[src/rtl/rrts_pkg.sv]
// Shared types and constants for the round-robin task scheduler.
// Used by rrts_cell and round_robin_task_scheduler; depends on nothing.
package rrts_pkg;

    localparam logic [31:0] IDENT_MAX   = 32'hFFFF_FFFF;
    localparam logic [31:0] IDENT_FIRST = 32'd1;
    localparam logic [31:0] IDENT_START = 32'd2;

    localparam logic [1:0] WK_NONE  = 2'd0;
    localparam logic [1:0] WK_INPUT = 2'd1;
    localparam logic [1:0] WK_TIMER = 2'd2;
    localparam logic [1:0] WK_CHILD = 2'd3;

    typedef enum logic [1:0] {
        SLOT_ZOMBIE  = 2'd0,
        SLOT_READY   = 2'd1,
        SLOT_RUNNING = 2'd2,
        SLOT_BLOCKED = 2'd3
    } slot_status_t;

    typedef enum logic [2:0] {
        ACT_CREATE     = 3'd0,
        ACT_BLOCK      = 3'd1,
        ACT_BLOCK_CHAN = 3'd2,
        ACT_WAKE_CHAN  = 3'd3,
        ACT_WAKE_INPUT = 3'd4,
        ACT_TERMINATE  = 3'd5,
        ACT_SCHEDULE   = 3'd6
    } action_t;

    typedef enum logic [3:0] {
        OP_NONE,
        OP_SCAN,
        OP_NEW,
        OP_BLOCK,
        OP_BLOCK_CHAN,
        OP_WAKE_CHAN,
        OP_WAKE_INPUT,
        OP_TERMINATE,
        OP_PREP,
        OP_RUN,
        OP_RESTORE
    } cell_op_t;

    typedef enum logic [1:0] {
        SK_FREE,
        SK_CHAN,
        SK_READY
    } scan_kind_t;

    typedef enum logic [2:0] {
        ST_IDLE,
        ST_PREP,
        ST_SCAN,
        ST_EXEC,
        ST_DONE
    } fsm_state_t;

    typedef struct packed {
        logic [2:0]  action;
        logic [1:0]  wait_kind;
        logic [63:0] wake_value;
        logic [15:0] channel_id;
        logic        wake_all;
        logic [63:0] exit_id;
        logic [63:0] now_tick;
    } req_word_t;

    typedef struct packed {
        logic [3:0]  slot_index;
        logic [31:0] task_ident;
        logic        success;
        logic [3:0]  running_slot;
        logic        resched_pending;
    } rsp_word_t;

    // Broadcast to every cell each cycle.
    typedef struct packed {
        cell_op_t    op;
        scan_kind_t  scan_kind;
        logic [1:0]  wait_kind;
        logic [63:0] wake_value;
        logic [15:0] channel;
        logic        wake_all;
        logic [63:0] exit_id;
        logic [63:0] now_tick;
        logic [31:0] new_ident;
        logic [31:0] cur_ident;
    } cell_cmd_t;

    // Best candidate so far; key low bits carry the task ident.
    typedef struct packed {
        logic        found;
        logic [32:0] key;
    } carry_t;

endpackage

[src/rtl/rrts_cell.sv]
// One task slot of the scheduler, with its stage of the search chain.
// Depends on rrts_pkg.
module rrts_cell import rrts_pkg::*; #(
    parameter int SLOTS = 16,
    parameter int INDEX = 0,
    localparam int IW = $clog2(SLOTS)
) (
    input  logic           clk,
    input  logic           rst_n,
    input  cell_cmd_t      cmd,
    input  logic           sel,
    input  logic           is_cur,
    input  logic           scan_en,
    input  carry_t         carry_in,
    input  logic [IW-1:0]  idx_in,
    output carry_t         carry_out,
    output logic [IW-1:0]  idx_out,
    output logic [31:0]    ident
);

    slot_status_t  status_reg, status_next;
    logic [31:0]   ident_reg, ident_next;
    logic [1:0]    kind_reg, kind_next;
    logic [63:0]   wake_reg, wake_next;
    logic [15:0]   chan_reg, chan_next;
    carry_t        carry_reg, carry_next;
    logic [IW-1:0] cidx_reg, cidx_next;

    logic        timer_hit;
    logic        chan_hit;
    logic        match;
    logic [32:0] key;

    always_comb
    begin
        timer_hit = (status_reg == SLOT_BLOCKED) && (kind_reg == WK_TIMER) &&
                    (cmd.now_tick >= wake_reg);
        chan_hit  = (status_reg == SLOT_BLOCKED) && (chan_reg == cmd.channel);

        status_next = status_reg;
        ident_next  = ident_reg;
        kind_next   = kind_reg;
        wake_next   = wake_reg;
        chan_next   = chan_reg;

        case (cmd.op)
            OP_NEW:
            begin
                if (sel)
                begin
                    ident_next  = cmd.new_ident;
                    status_next = SLOT_READY;
                    kind_next   = WK_NONE;
                    wake_next   = '0;
                    chan_next   = '0;
                end
            end
            OP_BLOCK:
            begin
                if (is_cur)
                begin
                    kind_next   = cmd.wait_kind;
                    wake_next   = cmd.wake_value;
                    status_next = SLOT_BLOCKED;
                end
            end
            OP_BLOCK_CHAN:
            begin
                if (is_cur)
                begin
                    chan_next   = cmd.channel;
                    status_next = SLOT_BLOCKED;
                end
            end
            OP_WAKE_CHAN:
            begin
                if (cmd.wake_all ? chan_hit : sel)
                begin
                    chan_next   = '0;
                    status_next = SLOT_READY;
                end
            end
            OP_WAKE_INPUT:
            begin
                if (status_reg == SLOT_BLOCKED && kind_reg == WK_INPUT)
                begin
                    kind_next   = WK_NONE;
                    status_next = SLOT_READY;
                end
            end
            OP_TERMINATE:
            begin
                // the exiting task turns zombie before waiters are checked
                if (is_cur)
                    status_next = SLOT_ZOMBIE;
                else if (status_reg == SLOT_BLOCKED && kind_reg == WK_CHILD &&
                         wake_reg == cmd.exit_id)
                begin
                    kind_next   = WK_NONE;
                    status_next = SLOT_READY;
                end
            end
            OP_PREP:
            begin
                if (timer_hit)
                begin
                    kind_next   = WK_NONE;
                    status_next = SLOT_READY;
                end
                else if (is_cur)
                begin
                    if (status_reg == SLOT_RUNNING)
                        status_next = SLOT_READY;
                end
                else if (status_reg == SLOT_ZOMBIE && ident_reg != '0)
                begin
                    // reap: wipe the slot
                    ident_next = '0;
                    kind_next  = WK_NONE;
                    wake_next  = '0;
                    chan_next  = '0;
                end
            end
            OP_RUN:
            begin
                if (sel)
                    status_next = SLOT_RUNNING;
            end
            OP_RESTORE:
            begin
                if (is_cur && status_reg != SLOT_ZOMBIE)
                    status_next = SLOT_RUNNING;
            end
            default:
            begin
            end
        endcase
    end

    // Search stage: keep the smaller key, first one wins ties.
    always_comb
    begin
        case (cmd.scan_kind)
            SK_FREE:
            begin
                match = (ident_reg == '0);
                key   = '0;
            end
            SK_CHAN:
            begin
                match = chan_hit;
                key   = {1'b0, ident_reg};
            end
            default:
            begin
                // tasks after the current one come first, then wrap around
                match = (status_reg == SLOT_READY);
                key   = {(ident_reg <= cmd.cur_ident), ident_reg};
            end
        endcase

        carry_next = carry_reg;
        cidx_next  = cidx_reg;
        if (scan_en)
        begin
            if (match && (!carry_in.found || key < carry_in.key))
            begin
                carry_next.found = 1'b1;
                carry_next.key   = key;
                cidx_next        = IW'(INDEX);
            end
            else
            begin
                carry_next = carry_in;
                cidx_next  = idx_in;
            end
        end
    end

    always_ff @(posedge clk or negedge rst_n)
    begin
        if (!rst_n)
        begin
            status_reg <= (INDEX == 0) ? SLOT_RUNNING : SLOT_ZOMBIE;
            ident_reg  <= (INDEX == 0) ? IDENT_FIRST : '0;
            kind_reg   <= WK_NONE;
            wake_reg   <= '0;
            chan_reg   <= '0;
            carry_reg  <= '0;
            cidx_reg   <= '0;
        end
        else
        begin
            status_reg <= status_next;
            ident_reg  <= ident_next;
            kind_reg   <= kind_next;
            wake_reg   <= wake_next;
            chan_reg   <= chan_next;
            carry_reg  <= carry_next;
            cidx_reg   <= cidx_next;
        end
    end

    assign carry_out = carry_reg;
    assign idx_out   = cidx_reg;
    assign ident     = ident_reg;

endmodule

[config.mk]
export PLATFORM = sky130hd
export DESIGN_NAME = rrts_cell
export DESIGN_NICKNAME = d
export VERILOG_FILES = /design/src/rtl/rrts_pkg.sv /design/src/rtl/rrts_cell.sv
export SDC_FILE = /design/constraint.sdc
export NUM_CORES = 1
export LEC_CHECK = 0
export BUFFER_PORTS_ARGS = -buffer_cell sky130_fd_sc_hd__buf_2
export CORE_UTILIZATION = 25
export DETAILED_ROUTE_END_ITERATION = 6
export PLACE_DENSITY_LB_ADDON = 0.25
export SYNTH_ARGS = -nofsm -noshare
export SYNTH_HDL_FRONTEND = slang
export SYNTH_SLANG_ARGS = --single-unit
export TNS_END_PERCENT = 5
[constraint.sdc]
create_clock -name clk -period 5.2 [get_ports clk]
set_clock_uncertainty 0.05 [all_clocks]
set_input_delay 0 -clock clk [delete_from_list [all_inputs] [get_ports clk]]
set_output_delay 0 -clock clk [all_outputs]
set_load 0.02 [all_outputs]
==> flow_metrics.env, run 1 <==
export IMPL_status="completed"
export IMPL_path_max_fanout=15
export IMPL_drc=0
export IMPL_ys_ff_latch=154
export IMPL_rsz0062_at_grt="false"
export IMPL_postRouteAntennaNets=0
export IMPL_hold_viol=0
export IMPL_grt_pass1_vias=11800
export IMPL_clock_latency_ns=0.49
export IMPL_vdd_drop_max_uv=184
export IMPL_finalNonFillerCells=2445
export IMPL_synth_edf_count=0
export IMPL_dr_pass1_iters=5
export IMPL_die_w_um=211
export IMPL_core_rowCount=76
export IMPL_io_pins=394
export IMPL_cp_start_kind="flip-flop"
export IMPL_period_needed_ns=4.81
export IMPL_grt_pass1_wl_mm=68.0
export IMPL_slew_headroom_pct=16.5
export IMPL_synth_avg_cell_area_um2=8.39
export IMPL_power_leakage_nw=7.58
export IMPL_seq_area_frac_synth_pct=35.2
export IMPL_dpl_cell_count=2242
export IMPL_setup_viol=0
export IMPL_cts_resized=0
export IMPL_synth_area_leader_cell="dfrtp_1"
export IMPL_grt_overflow=0
export IMPL_r2r_worst_path_cells=18
export IMPL_dp_hpwl_mm=35.4
export IMPL_place_gp_congestion=0.863
export IMPL_p_sw_share_pct=33.1
export IMPL_p_clk_share_pct=35.1
export IMPL_synthTopCellsByArea="dfrtp_1 (35%), ha_1 (15%), nand2_1 (7.1%), o21ai_0 (6.6%), inv_1 (6.1%)"
export IMPL_maxCapViolCount=0
export IMPL_track_usage_pct=20.7
export IMPL_crit_buf_inv=3
export IMPL_synth_area_um2=11000
export IMPL_cts_buffers=17
export IMPL_crit_type="flip-flop to flip-flop"
export IMPL_crit_chain="ha_1, a21oi_1, a2bb2oi_1, a211oi_1, a2111oi_0, o21ai_0, a31oi_1, ha_1, nand4_1, nor2_1, o21ai_0, o2111a_1, a21oi_4, buf_4, nand3_1, dlygate4sd3_1, o21ai_0, dlygate4sd3_1"
export IMPL_antenna_found_initial=9
export IMPL_ctsHoldBuffers=169
export IMPL_arrival_ns=5.18
export IMPL_cp_common_cell="o21ai_0"
export IMPL_pwr_share_comb_pct=27.9
export IMPL_yosys_top_cells_count="nand2_1 (207), inv_1 (179), dfrtp_1 (152), o21ai_0 (144), ha_1 (128)"
export IMPL_ys_warn_count=0
export IMPL_cp_top_family="compound AO/OA/AOI/OAI gates"
export IMPL_clk_transition_reported_paths_ns=0.07
export IMPL_switching_power_w=0.00127
export IMPL_crit_cells=18
export IMPL_grt_max_degree=84
export IMPL_initial_core_util_pct=25.4
export IMPL_async_flop_share_pct=100
export IMPL_fmax_ghz=0.208
export IMPL_cts_tree="built"
export IMPL_cts_max_level=4
export IMPL_fin_tns_setup_ns=0
export IMPL_die_y_um=211
export IMPL_avgViaCountPerCell=4.70
export IMPL_wirelength_mm=45.4
export IMPL_cts_setup_buffers=0
export IMPL_synth_most_common_cell="nand2_1"
export IMPL_cts_path_max_buffers=2
export IMPL_tightest_slew_ns=1.25
export IMPL_synthDistinctLibCells=62
export IMPL_core_area_um2=43200
export IMPL_drive_gt1_share_pct=24.2
export IMPL_largest_reg_flops=64
export IMPL_finalCritPeriodShare_pct=92.5
export IMPL_p_int_w=0.00256
export IMPL_slowest_delay_ns=0.57
export IMPL_syn_num_nets=1759
export IMPL_total_power_w=0.00383
export IMPL_cts_root_buf="clkbuf_16"
export IMPL_holdWs_ns=0.0564
export IMPL_endpoint_kind="flip-flop"
export IMPL_hold_path_class="input pin to asynchronous set/reset pin"
export IMPL_numClockSinks=154
export IMPL_via_count=11500
export IMPL_synth_main_ff_cell="dfrtp_1"
export IMPL_critical_path_required_ns=5.57
export IMPL_numPortBuffers=393
export IMPL_yosysTopAreaCellShare_pct=34.7
export IMPL_drt_initial_drc_count=637
export IMPL_syn2layout_area_growth_pct=44.8
export IMPL_avgRoutedWirePerCell_um=18.6
export IMPL_final_nets=2297
export IMPL_die_area_um2=44700
export IMPL_p_per_area_nw_per_um2=241
export IMPL_pwr_share_seq_pct=37.0
export IMPL_fin_util_pct=36.8
export IMPL_slew_viol_final=0
export IMPL_cp_slowest_cell="dlygate4sd3_1"
export IMPL_synthCells=1307
-- layer usage --
| metal | up-vias | GRT usage, % | part of all wire [%] |
|---|---|---|---|
| met3 | 77 | 6.47 | 7.4 |
| met4 | 8 | 9.70 | 3.6 |
| li1 | 5630 | - | - |
| met1 | 5371 | 23.4 | 40 |
| met5 | - | 0 | 0.11 |
| met2 | 415 | 35.4 | 49 |
-- per-stage QoR --
| stage | worst slack, ns | cell area, µm² |
|---|---|---|
| after global placement | 0.943 | 13600 |
| after global routing | 0.118 | 15900 |
| after floorplan | 1.74 | 11000 |
| final | 0.391 | 15900 |
| after CTS | 0.365 | 15900 |
| after detailed placement | 1.03 | 13600 |
-- layout make-up --
type                       count  area (µm²)
tap                          585         732
clock buffer                  21         470
multi-input combinational    920        6260
antenna                        5        12.5
sequential                   154        3860
inverter                     179         672
fill                        4612       27300
clock inverter                 8         120
timing repair buffer         573        3760
-- kinds of logic (layout without fill, tap and decap cells) --
family | after synthesis | after routing | synth area share [%]
xor+xnor | 59 | 59 | 4.71
simple gates | 397 | 397 | 17.3
flops | 154 | 154 | 35.2
buf+inv | 233 | 781 | 8.11
fa+ha+maj | 128 | 128 | 14.6
compound gates | 332 | 332 | 19.7
other cells | 0 | 5 | 0
mux | 4 | 4 | 0.456
-- cell usage in the layout, fill, tap and decap left out, drive strengths merged, types with 24 or more instances in the layout --
cell type      n
a21oi         47
a22o          34
a32oi         32
buf          404
dfrtp        152
dlygate4sd3  169
ha           128
inv          179
nand2        207
nand2b        26
nand4         27
nor2          27
nor2b         38
o21ai        146
xnor2         35
xor2          24
-- power by group through the flow --
stage	clock network (W)	registers, W	logic (W)
floorplan	0	0.00148	0.000452
global placement	0	0.00143	0.000951
detailed placement	0	0.00143	0.000963
CTS	0.00140	0.00141	0.00108
global route	0.00144	0.00143	0.00119
finish	0.00135	0.00142	0.00107
-- final timing paths --
kind | start | slack (ns) | end
setup reg to reg | ident[9]$_DFFE_PN0P_ | 0.39 | idx_out[0]$_DFFE_PN0P_
hold / removal | rst_n | 0.06 | ident[27]$_DFFE_PN0P_
hold reg to reg | wake_reg[60]$_DFFE_PN0P_ | 0.43 | wake_reg[60]$_DFFE_PN0P_
setup / recovery | ident[9]$_DFFE_PN0P_ | 0.39 | idx_out[0]$_DFFE_PN0P_
min in group clk | cmd[280] | 0.09 | status_reg[0]$_DFFE_PN0P_
max in group asynchronous | rst_n | 4.02 | wake_reg[22]$_DFFE_PN0P_
No activity file was read; power rests on OpenSTA's default activity.
==> run 2: changes to the inputs <==
CORE_MARGIN = 5   (was unset)
==> flow_metrics.env, run 2 (synthesis gave the netlist of run 1 again) <==
export IMPL_slew_viol_final=0
export IMPL_core_rowCount=76
export IMPL_layout_commonest_cell="buf_2"
export IMPL_postRouteAntennaNets=0
export IMPL_cp_common_cell="o21ai_0"
export IMPL_slew_headroom_pct=23.2
export IMPL_cts_root_buf="clkbuf_16"
export IMPL_power_leakage_nw=7.55
export IMPL_numPortBuffers=393
export IMPL_p_sw_share_pct=32.5
export IMPL_syn2layout_area_growth_pct=44.2
export IMPL_ctsHoldBuffers=158
export IMPL_cp_start_kind="flip-flop"
export IMPL_drc=0
export IMPL_p_int_w=0.00264
export IMPL_fin_tns_setup_ns=0
export IMPL_period_needed_ns=4.33
export IMPL_die_y_um=219
export IMPL_hold_path_class="input pin to asynchronous set/reset pin"
export IMPL_drt_initial_drc_count=584
export IMPL_io_pins=394
export IMPL_largest_reg_flops=64
export IMPL_endpoint_kind="flip-flop"
export IMPL_antenna_found_initial=11
export IMPL_clock_latency_ns=0.49
export IMPL_arrival_ns=4.68
export IMPL_cts_tree="built"
export IMPL_cp_top_family="compound AO/OA/AOI/OAI gates"
export IMPL_grt_max_degree=91
export IMPL_status="completed"
export IMPL_pwr_share_seq_pct=36.2
export IMPL_via_count=11400
export IMPL_die_w_um=219
export IMPL_crit_reg2reg_launch="ident[9]$_DFFE_PN0P_"
export IMPL_clk_transition_reported_paths_ns=0.07
export IMPL_final_nets=2285
export IMPL_initial_core_util_pct=25.3
export IMPL_rsz0062_at_grt="false"
export IMPL_path_max_fanout=24
export IMPL_fmax_ghz=0.231
export IMPL_wirelength_mm=45.9
export IMPL_vdd_drop_max_uv=174
export IMPL_holdWs_ns=0.0411
export IMPL_cts_setup_buffers=0
export IMPL_cts_resized=0
export IMPL_grt_overflow=0
export IMPL_grt_pass1_vias=11900
export IMPL_cp_slowest_cell="a2111oi_0"
export IMPL_p_clk_share_pct=36.9
export IMPL_cp_startpoint="ident[9]$_DFFE_PN0P_"
export IMPL_maxCapViolCount=0
export IMPL_avgViaCountPerCell=4.68
export IMPL_crit_type="flip-flop to flip-flop"
export IMPL_crit_chain="ha_1, a21oi_1, a2bb2oi_1, a211oi_1, a2111oi_0, o21ai_0, a31oi_1, ha_1, nand4_1, nor2_1, o21ai_0, o2111a_1, a21oi_4, buf_4, a32oi_1, o21ai_0"
export IMPL_hold_viol=0
export IMPL_cts_max_level=4
export IMPL_core_area_um2=43300
export IMPL_final_cell_mix="buf_2 (392), nand2_1 (206), inv_1 (179)"
export IMPL_p_per_area_nw_per_um2=247
export IMPL_pwr_share_comb_pct=26.9
export IMPL_track_usage_pct=19.0
export IMPL_dp_hpwl_mm=35.9
export IMPL_place_gp_congestion=0.900
export IMPL_numClockSinks=154
export IMPL_cts_path_max_buffers=2
export IMPL_slowest_delay_ns=0.61
export IMPL_setup_viol=0
export IMPL_switching_power_w=0.00127
export IMPL_finalCritPeriodShare_pct=83.2
export IMPL_finalNonFillerCells=2434
export IMPL_crit_buf_inv=1
export IMPL_cts_buffers=17
export IMPL_grt_pass1_wl_mm=69.1
export IMPL_avgRoutedWirePerCell_um=18.9
export IMPL_dr_pass1_iters=7
export IMPL_fin_area_um2=15800
export IMPL_placed_area_um2=13600
export IMPL_dpl_cell_count=2241
export IMPL_tightest_slew_ns=1.15
export IMPL_critical_path_required_ns=5.55
export IMPL_die_area_um2=48200
export IMPL_drive_gt1_share_pct=24.3
run 2: cell count changes in the layout (fill, tap and decap cells not counted):
| cell | change |
|---|---|
| clkbuf_8 | -1 |
| clkinvlp_4 | +1 |
| inv_6 | +1 |
| buf_4 | -1 |
| bufinv_16 | +2 |
| clkinv_2 | -1 |
| clkbuf_1 | +1 |
| diode_2 | -2 |
| dlygate4sd3_1 | -11 |
run 2: worst paths after layout:
check / end / slack (ns) / cells past startpoint
max: carry_out[14]$_DFFE_PN0P_ / 0.87 / 16
min: carry_out[33]$_DFFE_PN0P_ / 0.04 / 2
max reg2reg: carry_out[14]$_DFFE_PN0P_ / 0.87 / 16
min reg2reg: wake_reg[60]$_DFFE_PN0P_ / 0.43 / 2
max in group asynchronous: wake_reg[24]$_DFFE_PN0P_ / 4.06 / 3
min in group clk: kind_reg[0]$_DFFE_PN0P_ / 0.09 / 5
run 2: power by group through the flow:
stage / Sequential [W] / Combinational [W] / Clock (W)
floorplan: 0.00148 / 0.000452 / 0
global placement: 0.00143 / 0.000951 / 0
detailed placement: 0.00143 / 0.000960 / 0
CTS: 0.00141 / 0.00106 / 0.00150
global route: 0.00143 / 0.00117 / 0.00154
finish: 0.00141 / 0.00105 / 0.00144
run 2: cell type report:
class                           count  area [µm²]
Tap cell                          585         732
Inverter                          179         672
Clock inverter                     11         191
Sequential cell                   154        3860
Fill cell                        4507       27400
Clock buffer                       21         460
Timing Repair Buffer              561        3640
Antenna cell                        3        7.51
Multi-Input combinational cell    920        6260
run 2: per-layer routing:
layer / share of wire [%] / global-route usage (%) / vias to the layer above
met5: 0.23 / 0 / -
met4: 3.3 / 8.23 / 18
met3: 7.0 / 5.11 / 71
met2: 48 / 32.8 / 379
met1: 42 / 22.3 / 5328
li1: - / - / 5606
run 2: per-stage QoR:
stage	utilization, %	setup WS [ns]	power [W]
after detailed placement	31.4	0.871	0.00239
after global placement	31.4	0.906	0.00238
after floorplan	-	1.74	0.00194
after CTS	36.5	0.810	0.00398
after global routing	36.6	0.493	0.00414
final	36.6	0.872	0.00391
